===== config.mk =====
export PLATFORM = sky130hd
export DESIGN_NAME = baro_compensation_altitude_core_flat
export DESIGN_NICKNAME = d
export VERILOG_FILES = /design/src/rtl/baro_alt_pkg.sv /design/src/rtl/baro_alt_if.sv /design/src/rtl/baro_alt_mul.sv /design/src/rtl/baro_compensation_altitude_core.sv /design/src/flat_wrapper.sv
export SDC_FILE = /design/constraint.sdc
export NUM_CORES = 1
export LEC_CHECK = 0
export ABC_CLOCK_PERIOD_IN_PS = 11130
export BUFFER_PORTS_ARGS = -buffer_cell sky130_fd_sc_hd__buf_2
export CAP_MARGIN = 20
export CORE_UTILIZATION = 45
export CTS_CLUSTER_DIAMETER = 120
export DETAILED_ROUTE_END_ITERATION = 6
export GPL_ROUTABILITY_DRIVEN = 1
export REMOVE_ABC_BUFFERS = 1
export SLEW_MARGIN = 20
export SYNTH_ARGS = -nofsm -noshare
export SYNTH_HDL_FRONTEND = slang
export SYNTH_SLANG_ARGS = --single-unit

===== constraint.sdc =====
create_clock -name clk -period 11.13 [get_ports clk]
set_clock_uncertainty 0.2 [all_clocks]
set_input_delay 0 -clock clk [delete_from_list [all_inputs] [get_ports clk]]
set_output_delay 0 -clock clk [all_outputs]
set_load 0.02 [all_outputs]

===== src/rtl/baro_alt_pkg.sv =====
// ---------------------------------------------------------------------------
// Barometric altitude package
// Types, register indexes, sequencer states and curve constants.
// ---------------------------------------------------------------------------
package baro_alt_pkg;

    localparam int CfgIdxW  = 3;
    localparam int CfgDataW = 16;
    localparam int RawW     = 24;
    localparam int TempW    = 19;
    localparam int PressW   = 40;
    localparam int AltW     = 32;
    localparam int MulAW    = 41;
    localparam int MulBW    = 32;
    localparam int ProdW    = MulAW + 1 + MulBW;
    localparam int SegN     = 10;
    localparam int SegW     = 4;

    // Register indexes
    localparam logic [CfgIdxW-1:0] CFG_SENS      = 3'd0;
    localparam logic [CfgIdxW-1:0] CFG_OFFSET    = 3'd1;
    localparam logic [CfgIdxW-1:0] CFG_SENS_TC   = 3'd2;
    localparam logic [CfgIdxW-1:0] CFG_OFFSET_TC = 3'd3;
    localparam logic [CfgIdxW-1:0] CFG_REF_TEMP  = 3'd4;
    localparam logic [CfgIdxW-1:0] CFG_TEMP_SL   = 3'd5;

    localparam logic signed [TempW-1:0] TEMP_BASE = 19'sd2000;
    localparam logic [MulBW-1:0]        P_SCALE   = 32'd10000;

    // Segment start pressures
    localparam logic signed [PressW-1:0] SEG_START [SegN] = '{
        40'sd1013250000, 40'sd954610000, 40'sd898760000, 40'sd845980000,
        40'sd794980000,  40'sd746860000, 40'sd701120000, 40'sd657680000,
        40'sd616450000,  40'sd577330000
    };

    // Altitude at each segment start, 0.1 mm
    localparam logic signed [43:0] SEG_BASE [SegN] = '{
        44'sd0,        44'sd5000000,  44'sd10000000, 44'sd15000000,
        44'sd20000000, 44'sd25000000, 44'sd30000000, 44'sd35000000,
        44'sd40000000, 44'sd45000000
    };

    // Slopes in Q0.32, rounded half up from units of 1e-9
    localparam logic [MulBW-1:0] SEG_SLOPE [SegN] = '{
        32'(((64'd85266030  << 32) + 64'd500000000) / 64'd1000000000),
        32'(((64'd89525515  << 32) + 64'd500000000) / 64'd1000000000),
        32'(((64'd94732853  << 32) + 64'd500000000) / 64'd1000000000),
        32'(((64'd98039216  << 32) + 64'd500000000) / 64'd1000000000),
        32'(((64'd103906899 << 32) + 64'd500000000) / 64'd1000000000),
        32'(((64'd109313511 << 32) + 64'd500000000) / 64'd1000000000),
        32'(((64'd115101289 << 32) + 64'd500000000) / 64'd1000000000),
        32'(((64'd121270919 << 32) + 64'd500000000) / 64'd1000000000),
        32'(((64'd127811861 << 32) + 64'd500000000) / 64'd1000000000),
        32'(((64'd134843581 << 32) + 64'd500000000) / 64'd1000000000)
    };

    typedef enum logic [3:0] {
        ST_IDLE,
        ST_TEMP,
        ST_OFF,
        ST_SENS,
        ST_PMUL,
        ST_SCALE,
        ST_SEG,
        ST_ALT,
        ST_HOLD
    } seq_state_t;

    typedef struct packed {
        logic                    start;
        logic signed [MulAW-1:0] a;
        logic [MulBW-1:0]        b;
    } mul_req_t;

    typedef struct packed {
        logic                    done;
        logic signed [ProdW-1:0] prod;
    } mul_rsp_t;

endpackage


===== src/rtl/baro_alt_if.sv =====
// ---------------------------------------------------------------------------
// Barometric altitude channels
// Valid/ready channels for raw readings in and compensated results out.
// ---------------------------------------------------------------------------
interface baro_alt_in_if
    import baro_alt_pkg::*;
();
    logic              valid;
    logic              ready;
    logic [RawW-1:0]   pressure_raw;
    logic [RawW-1:0]   temp_raw;

    modport source (output valid, output pressure_raw, output temp_raw, input ready);
    modport sink   (input valid, input pressure_raw, input temp_raw, output ready);
endinterface

interface baro_alt_out_if
    import baro_alt_pkg::*;
();
    logic                     valid;
    logic                     ready;
    logic signed [TempW-1:0]  temp_centideg;
    logic signed [PressW-1:0] pressure_scaled;
    logic signed [AltW-1:0]   altitude_tenth_mm;

    modport source (output valid, output temp_centideg, output pressure_scaled,
                    output altitude_tenth_mm, input ready);
    modport sink   (input valid, input temp_centideg, input pressure_scaled,
                    input altitude_tenth_mm, output ready);
endinterface


===== src/rtl/baro_alt_mul.sv =====
// ---------------------------------------------------------------------------
// Bit-serial multiplier
// Signed multiplicand times unsigned multiplier, one multiplier bit per
// cycle, LSB first. 32 steps; done pulses once the product is complete.
// ---------------------------------------------------------------------------
module baro_alt_mul
    import baro_alt_pkg::*;
(
    input  logic     clk,
    input  logic     rst_n,
    input  mul_req_t req,
    output mul_rsp_t rsp
);

    logic signed [MulAW-1:0] a_reg;
    logic signed [MulAW:0]   hi_reg;
    logic [MulBW-1:0]        lo_reg;
    logic [4:0]              cnt_reg;
    logic                    busy_reg;
    logic                    done_reg;
    logic signed [MulAW:0]   sum;

    // Partial product add for the current multiplier bit
    assign sum = hi_reg + (lo_reg[0] ? (MulAW+1)'(a_reg) : '0);

    // Control
    always_ff @(posedge clk or negedge rst_n)
    begin
        if (!rst_n)
        begin
            busy_reg <= 1'b0;
            done_reg <= 1'b0;
            cnt_reg  <= '0;
        end
        else
        begin
            done_reg <= 1'b0;
            if (req.start)
            begin
                busy_reg <= 1'b1;
                cnt_reg  <= '0;
            end
            else if (busy_reg)
            begin
                cnt_reg <= cnt_reg + 5'd1;
                if (cnt_reg == 5'd31)
                begin
                    busy_reg <= 1'b0;
                    done_reg <= 1'b1;
                end
            end
        end
    end

    // Shift-add datapath
    always_ff @(posedge clk)
    begin
        if (req.start)
        begin
            a_reg  <= req.a;
            hi_reg <= '0;
            lo_reg <= req.b;
        end
        else if (busy_reg)
        begin
            {hi_reg, lo_reg} <= {sum[MulAW], sum, lo_reg[MulBW-1:1]};
        end
    end

    assign rsp.done = done_reg;
    assign rsp.prod = {hi_reg, lo_reg};

endmodule


===== src/rtl/baro_compensation_altitude_core.sv =====
// An accepted beat runs six products in turn on the shared bit-serial
// multiplier, tries one segment per cycle in the altitude curve search and
// ends with one output load. One item at a time; the next beat is taken
// once the result sits in the output register. Reset clears calibration
// words, the stored temperature reading and all control state.
// ---------------------------------------------------------------------------
// Barometric compensation and altitude core
// First-order pressure/temperature compensation and a ten-segment
// piecewise-linear altitude curve, all products on one serial multiplier.
// ---------------------------------------------------------------------------
module baro_compensation_altitude_core
    import baro_alt_pkg::*;
(
    input  logic                clk,
    input  logic                rst_n,
    baro_alt_in_if.sink         in_ch,
    baro_alt_out_if.source      out_ch,
    input  logic                cfg_we,
    input  logic [CfgIdxW-1:0]  cfg_index,
    input  logic [CfgDataW-1:0] cfg_data
);

    // Calibration words
    logic [CfgDataW-1:0] sens_reg, offset_reg, sens_tc_reg, offset_tc_reg;
    logic [CfgDataW-1:0] ref_temp_reg, temp_sl_reg;

    logic [RawW-1:0]          prev_temp_reg;
    logic [RawW-1:0]          d1_reg;
    logic signed [25:0]       dt_reg;
    logic signed [TempW-1:0]  temp_reg;
    logic signed [34:0]       off_reg;
    logic signed [34:0]       sens_coef_reg;
    logic signed [PressW-1:0] x_reg;
    logic signed [PressW-1:0] p_reg;
    logic [SegW-1:0]          seg_reg;
    logic signed [AltW-1:0]   alt_reg;
    logic                     launch_reg, launch_next;

    logic                     out_valid_reg;
    logic signed [TempW-1:0]  out_temp_reg;
    logic signed [PressW-1:0] out_press_reg;
    logic signed [AltW-1:0]   out_alt_reg;

    seq_state_t state_reg, state_next;

    mul_req_t mreq;
    mul_rsp_t mrsp;

    logic                     accept;
    logic                     out_load;
    logic [RawW-1:0]          prev_eff;
    logic [RawW:0]            avg_sum;
    logic signed [25:0]       dt_new;
    logic [SegW-1:0]          seg_idx;
    logic                     seg_hit;
    logic signed [MulAW-1:0]  seg_dist;
    logic                     dist_neg;
    logic signed [43:0]       alt_wide;
    logic [MulAW:0]           alt_mag;

    baro_alt_mul u_mul (
        .clk   (clk),
        .rst_n (rst_n),
        .req   (mreq),
        .rsp   (mrsp)
    );

    assign accept = in_ch.valid && in_ch.ready;
    assign in_ch.ready = (state_reg == ST_IDLE);

    // Temperature average; a stored zero means no earlier reading
    assign prev_eff = (prev_temp_reg == '0) ? in_ch.temp_raw : prev_temp_reg;
    assign avg_sum  = {1'b0, in_ch.temp_raw} + {1'b0, prev_eff};
    assign dt_new   = $signed({2'b00, avg_sum[RawW:1]})
                    - $signed({2'b00, ref_temp_reg, 8'h00});

    // Segment search, one candidate per cycle
    assign seg_idx = (seg_reg == SegW'(SegN - 1)) ? seg_reg : seg_reg + 4'd1;
    assign seg_hit = (seg_reg == SegW'(SegN - 1)) || (p_reg > SEG_START[seg_idx]);

    // Distance into the segment and the altitude sum
    assign seg_dist = MulAW'(SEG_START[seg_reg]) - MulAW'(p_reg);
    assign dist_neg = seg_dist[MulAW-1];
    assign alt_mag  = mrsp.prod[ProdW-1:MulBW];
    assign alt_wide = SEG_BASE[seg_reg]
                    + (dist_neg ? -$signed({2'b00, alt_mag}) : $signed({2'b00, alt_mag}));

    // Sequencer: next state and multiplier request
    always_comb
    begin
        state_next  = state_reg;
        launch_next = 1'b0;
        mreq.start  = launch_reg;
        mreq.a      = MulAW'(dt_reg);
        mreq.b      = '0;
        out_load    = 1'b0;
        unique case (state_reg)
            ST_IDLE:
            begin
                if (accept)
                begin
                    state_next  = ST_TEMP;
                    launch_next = 1'b1;
                end
            end
            ST_TEMP:
            begin
                mreq.b = MulBW'(temp_sl_reg);
                if (mrsp.done)
                begin
                    state_next  = ST_OFF;
                    launch_next = 1'b1;
                end
            end
            ST_OFF:
            begin
                mreq.b = MulBW'(offset_tc_reg);
                if (mrsp.done)
                begin
                    state_next  = ST_SENS;
                    launch_next = 1'b1;
                end
            end
            ST_SENS:
            begin
                mreq.b = MulBW'(sens_tc_reg);
                if (mrsp.done)
                begin
                    state_next  = ST_PMUL;
                    launch_next = 1'b1;
                end
            end
            ST_PMUL:
            begin
                mreq.a = MulAW'(sens_coef_reg);
                mreq.b = MulBW'(d1_reg);
                if (mrsp.done)
                begin
                    state_next  = ST_SCALE;
                    launch_next = 1'b1;
                end
            end
            ST_SCALE:
            begin
                mreq.a = MulAW'(x_reg);
                mreq.b = P_SCALE;
                if (mrsp.done)
                begin
                    state_next = ST_SEG;
                end
            end
            ST_SEG:
            begin
                if (seg_hit)
                begin
                    state_next  = ST_ALT;
                    launch_next = 1'b1;
                end
            end
            ST_ALT:
            begin
                mreq.a = dist_neg ? -seg_dist : seg_dist;
                mreq.b = SEG_SLOPE[seg_reg];
                if (mrsp.done)
                begin
                    state_next = ST_HOLD;
                end
            end
            ST_HOLD:
            begin
                if (!out_valid_reg || out_ch.ready)
                begin
                    out_load   = 1'b1;
                    state_next = ST_IDLE;
                end
            end
            default:
            begin
                state_next = ST_IDLE;
            end
        endcase
    end

    // State, launch strobe, output valid, stored temperature and calibration words
    always_ff @(posedge clk or negedge rst_n)
    begin
        if (!rst_n)
        begin
            state_reg     <= ST_IDLE;
            launch_reg    <= 1'b0;
            out_valid_reg <= 1'b0;
            prev_temp_reg <= '0;
            sens_reg      <= '0;
            offset_reg    <= '0;
            sens_tc_reg   <= '0;
            offset_tc_reg <= '0;
            ref_temp_reg  <= '0;
            temp_sl_reg   <= '0;
        end
        else
        begin
            state_reg  <= state_next;
            launch_reg <= launch_next;
            if (out_load)
            begin
                out_valid_reg <= 1'b1;
            end
            else if (out_ch.ready)
            begin
                out_valid_reg <= 1'b0;
            end
            if (accept)
            begin
                prev_temp_reg <= in_ch.temp_raw;
            end
            if (cfg_we)
            begin
                unique case (cfg_index)
                    CFG_SENS:      sens_reg      <= cfg_data;
                    CFG_OFFSET:    offset_reg    <= cfg_data;
                    CFG_SENS_TC:   sens_tc_reg   <= cfg_data;
                    CFG_OFFSET_TC: offset_tc_reg <= cfg_data;
                    CFG_REF_TEMP:  ref_temp_reg  <= cfg_data;
                    CFG_TEMP_SL:   temp_sl_reg   <= cfg_data;
                    default:       ;
                endcase
            end
        end
    end

    // Datapath captures
    always_ff @(posedge clk)
    begin
        if (accept)
        begin
            d1_reg  <= in_ch.pressure_raw;
            dt_reg  <= dt_new;
            seg_reg <= '0;
        end
        if (mrsp.done)
        begin
            case (state_reg)
                ST_TEMP:  temp_reg      <= TempW'(mrsp.prod >>> 23) + TEMP_BASE;
                ST_OFF:   off_reg       <= $signed({3'b000, offset_reg, 16'h0000})
                                         + 35'(mrsp.prod >>> 7);
                ST_SENS:  sens_coef_reg <= $signed({4'b0000, sens_reg, 15'h0000})
                                         + 35'(mrsp.prod >>> 8);
                ST_PMUL:  x_reg         <= PressW'(mrsp.prod >>> 21) - PressW'(off_reg);
                ST_SCALE: p_reg         <= PressW'(mrsp.prod >>> 15);
                ST_ALT:
                begin
                    if (alt_wide > 44'sd2147483647)
                        alt_reg <= 32'sh7FFFFFFF;
                    else if (alt_wide < -44'sd2147483648)
                        alt_reg <= 32'sh80000000;
                    else
                        alt_reg <= AltW'(alt_wide);
                end
                default: ;
            endcase
        end
        if ((state_reg == ST_SEG) && !seg_hit)
        begin
            seg_reg <= seg_reg + 4'd1;
        end
        if (out_load)
        begin
            out_temp_reg  <= temp_reg;
            out_press_reg <= p_reg;
            out_alt_reg   <= alt_reg;
        end
    end

    assign out_ch.valid             = out_valid_reg;
    assign out_ch.temp_centideg     = out_temp_reg;
    assign out_ch.pressure_scaled   = out_press_reg;
    assign out_ch.altitude_tenth_mm = out_alt_reg;

endmodule


===== src/flat_wrapper.sv =====
// flat-port wrapper written by rule: the top's interface ports become plain ports
module baro_compensation_altitude_core_flat import baro_alt_pkg::*;
  (clk, rst_n, cfg_we, cfg_index, cfg_data, in_ch_valid, in_ch_pressure_raw, in_ch_temp_raw, in_ch_ready, out_ch_valid, out_ch_temp_centideg, out_ch_pressure_scaled, out_ch_altitude_tenth_mm, out_ch_ready);
  baro_alt_in_if in_ch_i ();
  baro_alt_out_if out_ch_i ();
  input  logic clk;
  input  logic rst_n;
  input  logic cfg_we;
  input  logic [CfgIdxW-1:0] cfg_index;
  input  logic [CfgDataW-1:0] cfg_data;
  input wire logic [$bits(in_ch_i.valid)-1:0] in_ch_valid;
  input wire logic [$bits(in_ch_i.pressure_raw)-1:0] in_ch_pressure_raw;
  input wire logic [$bits(in_ch_i.temp_raw)-1:0] in_ch_temp_raw;
  output wire logic [$bits(in_ch_i.ready)-1:0] in_ch_ready;
  output wire logic [$bits(out_ch_i.valid)-1:0] out_ch_valid;
  output wire logic [$bits(out_ch_i.temp_centideg)-1:0] out_ch_temp_centideg;
  output wire logic [$bits(out_ch_i.pressure_scaled)-1:0] out_ch_pressure_scaled;
  output wire logic [$bits(out_ch_i.altitude_tenth_mm)-1:0] out_ch_altitude_tenth_mm;
  input wire logic [$bits(out_ch_i.ready)-1:0] out_ch_ready;
  assign in_ch_i.valid = in_ch_valid;
  assign in_ch_i.pressure_raw = in_ch_pressure_raw;
  assign in_ch_i.temp_raw = in_ch_temp_raw;
  assign in_ch_ready = in_ch_i.ready;
  assign out_ch_valid = out_ch_i.valid;
  assign out_ch_temp_centideg = out_ch_i.temp_centideg;
  assign out_ch_pressure_scaled = out_ch_i.pressure_scaled;
  assign out_ch_altitude_tenth_mm = out_ch_i.altitude_tenth_mm;
  assign out_ch_i.ready = out_ch_ready;
  baro_compensation_altitude_core u_core (.clk(clk), .rst_n(rst_n), .in_ch(in_ch_i), .out_ch(out_ch_i), .cfg_we(cfg_we), .cfg_index(cfg_index), .cfg_data(cfg_data));
endmodule

### Word level (Yosys, flattened, before mapping)

Memories as Yosys holds them, arrays and structs flattened.
Index checks and enable logic that the tools add are counted.

| word-level totals | value |
|---|---|
| register bits | 593 |
| memory bits (read-only) | 2496 |
| input port bits | 72 |
| output and inout bits | 93 |
| logic and storage cells | 148 |
| memories | 4 |

| operators by class | value |
|---|---|
| $add $sub $neg | 13 |
| $lt $le $gt $ge | 5 |
| equality and inequality tests | 24 |
| muxes and demuxes | 46 |
| bitwise gates (word level) | 2 |
| reductions and logical operators | 26 |

Memories:

| name | words | width | read ports | clocked after Yosys merged registers in | write ports | RTL line | text |
|---|---|---|---|---|---|---|---|
| (name not given) | 16 | 44 | 1 | 0 | 0 | baro_compensation_altitude_core.sv:85 | `assign alt_wide = SEG_BASE[seg_reg]` |
| (name not given) | 16 | 40 | 1 | 0 | 0 | baro_compensation_altitude_core.sv:79 | `assign seg_hit = (seg_reg == SegW'(SegN - 1)) \|\| (p_reg > SEG_START[seg_idx]);` |
| (name not given) | 16 | 40 | 1 | 0 | 0 | baro_compensation_altitude_core.sv:82 | `assign seg_dist = MulAW'(SEG_START[seg_reg]) - MulAW'(p_reg);` |
| (name not given) | 16 | 32 | 1 | 0 | 0 | baro_compensation_altitude_core.sv:163 | `mreq.b = SEG_SLOPE[seg_reg];` |

Operator list:

| operator | number |
|---|---|
| one-hot mux 32 bit (6 select lines) | 1 |
| 2-to-1 mux 32 bit | 5 |
| 2-to-1 mux 40 bit | 4 |
| 2-to-1 mux 44 bit | 3 |
| one-hot mux 41 bit (3 select lines) | 1 |
| 2-to-1 mux 4 bit | 12 |
| adder 44 bit | 1 |
| greater-than comparator 44 x 32 -> 1 bit (second input constant) | 1 |
| < comparator 44 x 32 -> 1 bit (second input constant) | 1 |
| negation 42 -> 44 bit | 1 |
| adder 42 bit | 1 |
| 2-to-1 mux 42 bit | 1 |
| 2-to-1 mux 41 bit | 1 |
| negation 41 bit | 1 |
| subtractor 40 x 40 -> 41 bit | 1 |
| greater-than comparator 40 bit | 1 |
| subtractor 40 x 35 -> 40 bit | 1 |
| one-hot mux 4 bit (9 select lines) | 1 |
| adder 32 x 35 -> 35 bit | 1 |
| adder 33 x 35 -> 35 bit | 1 |
| adder 24 x 24 -> 25 bit | 1 |
| subtractor 24 x 24 -> 25 bit | 1 |
| zero test 24 bit | 1 |
| 2-to-1 mux 24 bit | 1 |
| other kinds (27) | 72 |

### Logic depth before layout (Yosys ltp)

| depth | value |
|---|---|
| depth after elaboration | 11 |
| depth in mapped cells | 39 |
| mapped depth without buffers | 30 |

### Hierarchy

From an unflattened synthesis, not the netlist that was laid out.

| second synthesis, totals | value |
|---|---|
| cells, all modules | 3565 |
| area total of the unflattened synthesis | 36535.0 sq um |

Modules (own cells, without submodules):

| module | times used | cells each | area each (sq um) | seq. area each (sq um) |
|---|---|---|---|---|
| baro_compensation_altitude_core | 1 | 2923 | 29762.3 | 13513.0 |
| baro_alt_mul | 1 | 642 | 6772.7 | 3188.1 |

### Least setup slack after synthesis

Ideal clock, no wire load.

| path | value |
|---|---|
| kind | reg-to-reg |
| start point | reg u_core.seg_reg[0] |
| end point | reg u_core.alt_reg[1] (data pin) |
| arrival | 7.893 ns |
| required time | 10.671 ns |
| setup slack | 2.777 ns |
| cell stages (with the launch flop) | 40 |
| path buffers | 9 |
| period minus slack after synthesis | 8.353 ns |
| cell sequence | edfxtp_1 > clkbuf_1 > inv_1 > clkbuf_1 > ha_1 > clkbuf_1 > nor2_1 > nor2_1 > a21oi_1 > ha_1 > clkbuf_1 > a211o_1 > a21o_1 > a21oi_1 > nor3_1 > a2bb2oi_1 > and3b_1 > buf_2 > [... 4 more ...] > xnor2_1 > ha_1 > inv_1 > fa_1 > nor2b_1 > o31ai_1 > a211oi_1 > o21ai_0 > a21oi_1 > o41ai_1 > o31ai_1 > a21boi_1 > nand3_1 > mux2i_1 > nor4_2 > a41o_4 > buf_6 > o21ai_2 |

| between the ends | value |
|---|---|
| longest elaborated chain between the ends | 9 |
| elaborated cells on any way between the ends | 13 |
| classes of those cells | add/sub (2); order compare (2); mux (6); bitwise (1); memory (2) |

Ends and longest elaborated chain:

| element | RTL line | text |
|---|---|---|
| start, declared | baro_compensation_altitude_core.sv:35 | `logic [SegW-1:0] seg_reg;` |
| start signal, assigned | baro_compensation_altitude_core.sv:264 | `seg_reg <= seg_reg + 4'd1;` |
| NOT 4 -> 5 bit (implied by the code) * | baro_compensation_altitude_core.sv:82, baro_compensation_altitude_core.sv:85 |  |
| memory read (16 x 40 bit) | n/a |  |
| 2-to-1 mux 40 bit (implied by the code) (2 in series) | baro_compensation_altitude_core.sv:82 |  |
| subtractor 40 x 40 -> 41 bit | baro_compensation_altitude_core.sv:82 |  |
| 2-to-1 mux 44 bit | baro_compensation_altitude_core.sv:86 | `+ (dist_neg ? -$signed({2'b00, alt_mag}) : $signed({2'b00, alt_mag}));` |
| adder 44 bit * | baro_compensation_altitude_core.sv:86 |  |
| < comparator 44 x 32 -> 1 bit | baro_compensation_altitude_core.sv:254 | `else if (alt_wide < -44'sd2147483648)` |
| 2-to-1 mux 32 bit | baro_compensation_altitude_core.sv:254 |  |
| end signal, assigned | baro_compensation_altitude_core.sv:257 | `alt_reg <= AltW'(alt_wide);` |
| end, declared | baro_compensation_altitude_core.sv:36 | `logic signed [AltW-1:0] alt_reg;` |

Mark *: on every way between the ends. The rest lies on a longest branch, timed or not. The select of a mux whose other input is x is not followed.
A chain may end at the register's enable or synchronous reset.

### Worst setup path after layout

| path | value |
|---|---|
| start point | reg u_core.seg_reg[2] |
| end point | reg u_core.alt_reg[3] (data pin) |

The elaborated chain is that of the path after synthesis.

==> summary.txt <==
Worst setup path
  • CP peak stage delay: approximately 0.97 ns
  • Worst Setup End Kind: flip-flop
  • Worst R2R End: u_core.alt_reg[3]
  • Crit path kind: reg -> reg
  • Worst R2R Path Depth: 25
  • Worst path bufs/invs: 1
  • FF-to-FF setup slack: between 1.5 and 2 ns
  • R2R Path Start: u_core.seg_reg[2]
  • Startpoint Class: flip-flop
  • CP Max Fanout: 52
  • Largest delay share family, worst path: compound AO/OA/AOI/OAI gates
  • Critical path's slowest cell: edfxtp_1
  • Critical path data arrival time: roughly 9.8 ns
  • Critical Path RT: around 11 ns

Global route
  • Global-route wire length before repair: about 160 mm
  • Aggregate global routing overflow: 0
  • Initial antenna violation count: 4
  • Vias in the first global route: 26500
  • Total GRT Usage: 0.258
  • Largest net degree at the start of global routing: between 70 and 80

Placement
  • GPL Wtd Cong: between 0.9 and 1
  • Port bufs: ~160
  • Final HPWL from detailed placement: 78.5 mm
  • Area post-placement: 38000 sq um

Clocking
  • Clk buf depth: 3
  • CTS tree: done
  • Clock transition at the registers of the reported paths: 0.06 ns
  • H-Tree Depth: 3
  • CTS root buffer: clkbuf_16
  • CTS Sinks: slightly below 600
  • Total CTS buffers: 69
  • Worst-Skew Late Latency: between 0.6 and 0.7 ns
  • Setup Buffers After CTS: 0

Timing
  • Least-Margin Pin Slew: approximately 1.2 ns
  • Endpoints failing setup: 0
  • Max Fclk: around 100 MHz
  • Min Tclk post-route: 9.61 ns
  • Max-slew violations: 0
  • Rel. slew slack: 0.214
  • RSZ-0062 raised after global routing: false
  • Setup TNS: 0 ns
  • Final Hold Violating Endpoints: 0
  • Ratio of final minimum period to clock period: 0.864

Floorplan
  • I/O Pins: about 170
  • Initial Util: 0.455
  • DIE AREA: about 80000 sq um
  • Number of placement rows: 103
  • Die Y: 285 microns
  • Core footprint: 79100 sq um
  • Die W: 285 microns

Synthesis
  • Synth Area in Simple Gates: 0.126
  • Synthesized-area fraction occupied by xor and xnor cells: 0.0659
  • Sequential area share after synthesis: 0.464
  • EDFF count, synth: 418
  • Synthesized area: 36000 sq um
  • Library cells used by synthesis: 100
  • Synthesis-stage register bit count: 592
  • Synth Instances: between 3000 and 4000
  • Adder-Cell Fraction of Synth Area: 0.0876
  • Top cell type's share of synthesized area: 0.349
  • Largest family of logic cells by synthesized area: compound AO/OA/AOI/OAI gates
  • Synth Flop Type: edfxtp_1
  • YS warnings: 0
  • Syn_area_per_cell: 10.4 sq um
  • Synth area leader: edfxtp_1
  • Post-synthesis compound-gate area fraction: 0.174
  • Post-synthesis mux area share: 0.0466
  • Top cells by area, synth: edfxtp_1 35%, dfrtp_1 9.2%, ha_1 8.4%
  • Post-synth ARST share: 0.225

Routing
  • Via/cell ratio: 5.67
  • DRT Pass-1 Iters: 7
  • DR vias: 27700
  • DRT antenna net count: 0
  • Post-Route WL: 106 mm
  • DRC errors left: 0
  • Wire length per cell: 21.6 microns
  • DRT iter0 DRCs: 2151

Final layout
  • Area Growth Syn to Fin: 16.7%
  • Nets: 4099
  • Design area: 42000 sq um
  • Fraction of layout cells with a size suffix above 1: 0.137

Power
  • Cell Pwr Density: 247 nW/um^2
  • VDD IR max: 176 uV
  • P_leak: 17.5 nW

Hold path
  • WHS Endpoint: u_core.out_ch.valid
  • Hold_sp: out_ch_ready
  • Min-Delay Path Depth: 4
  • Worst hold path class: in -> reg

Run
  • Total of max-cap violations: 0

Status
  • Status: complete, no violations
-- worst max path at each step --
stage                 startpoint                 end  slack, ns  depth (start not counted)
2_1_floorplan  u_core.seg_reg[0]  u_core.alt_reg[10]       1.96                         27
5_1_grt        u_core.seg_reg[2]  u_core.alt_reg[28]       0.72                         27
4_1_cts        u_core.seg_reg[2]   u_core.alt_reg[9]       1.55                         25
3_5_place_dp   u_core.seg_reg[2]   u_core.alt_reg[9]       1.63                         25
3_3_place_gp   u_core.seg_reg[2]   u_core.alt_reg[1]       1.59                         25
6_report       u_core.seg_reg[2]   u_core.alt_reg[3]       1.52                         25
-- report_power, final --
group	leakage, nW	switching, W	total, W	internal, W
logic	10.5	0.00260	0.00458	0.00198
registers	5.82	0.000431	0.00336	0.00293
clock network	1.18	0.000984	0.00242	0.00144
-- Yosys cell counts, types with 45 or more instances --
library cell and n:
ha_1 241, o21ai_0 168, nor3_1 57, nor2_1 257, edfxtp_1 418, xnor2_1 178, inv_1 198, nand2_1 285
clkbuf_1 109, mux2_2 109, o22ai_1 63, a21oi_1 228, xor2_1 93, mux2i_1 45, a21o_1 112, and2_1 53
nand3_1 50, dfrtp_1 133
-- logic make-up after synthesis --
logic type | Yosys count
DFF | 592
muxes | 154
and+or+nand+nor | 932
AOI/OAI and AO/OA | 944
adders and majority gates | 248
xor gates and xnor gates | 271
buffers and inverters | 332
-- through the flow --
stage	util	setup WS [ns]	hold slack, ns	instances	total power [W]
after floorplan	-	1.96	-0.496	3343	0.00659
after global routing	0.531	0.724	0.0693	4884	0.0110
final	0.531	1.52	0.0573	4885	0.0104
after global placement	0.480	1.59	-0.177	4604	0.00780
after detailed placement	0.480	1.63	-0.176	4604	0.00782
after CTS	0.531	1.55	0.0308	4884	0.0104
-- timing repair --
item                      CTS  global route
resized for setup           0             0
hold endpoints to repair  247             0
hold buffers              154             0
-- area by class of cell --
cell class                 count  area [sq um]
inverter                     202           758
sequential                   592         16700
tap                         1050          1310
timing repair buffer         365          2740
clock buffer                  83          1880
fill                        7083         37100
clock inverter                43           558
antenna                        1          2.50
multi-input combinational   2549         18100
-- layer usage --
layer | wire length (microns) | vias up | GRT usage
met4 | 3680 | 2 | 0.0950
met2 | 48900 | 865 | 0.425
met1 | 47000 | 13300 | 0.348
met5 | 8 | - | 0
li1 | - | 13400 | -
met3 | 6030 | 168 | 0.0317
-- tightest hold or removal path, cell delays in order --
cell           delay [ns]
dlygate4sd3_1        0.52
buf_2                0.10
nor2b_1              0.08
nand2b_1             0.15
-- placed cells by master (no fill, tap or decap), types with 53 or more instances in the layout --
| cell | n |
|---|---|
| nor2_1 | 253 |
| nand2_1 | 285 |
| inv_1 | 198 |
| a21o_1 | 112 |
| a21oi_1 | 228 |
| and2_1 | 53 |
| mux2_2 | 109 |
| dlygate4sd3_1 | 153 |
| nor3_1 | 53 |
| o21ai_0 | 168 |
| ha_1 | 241 |
| clkbuf_16 | 72 |
| dfrtp_1 | 130 |
| o22ai_1 | 63 |
| xnor2_1 | 178 |
| edfxtp_1 | 418 |
| xor2_1 | 93 |
| buf_2 | 163 |
No activity file was read; power rests on OpenSTA's default activity.
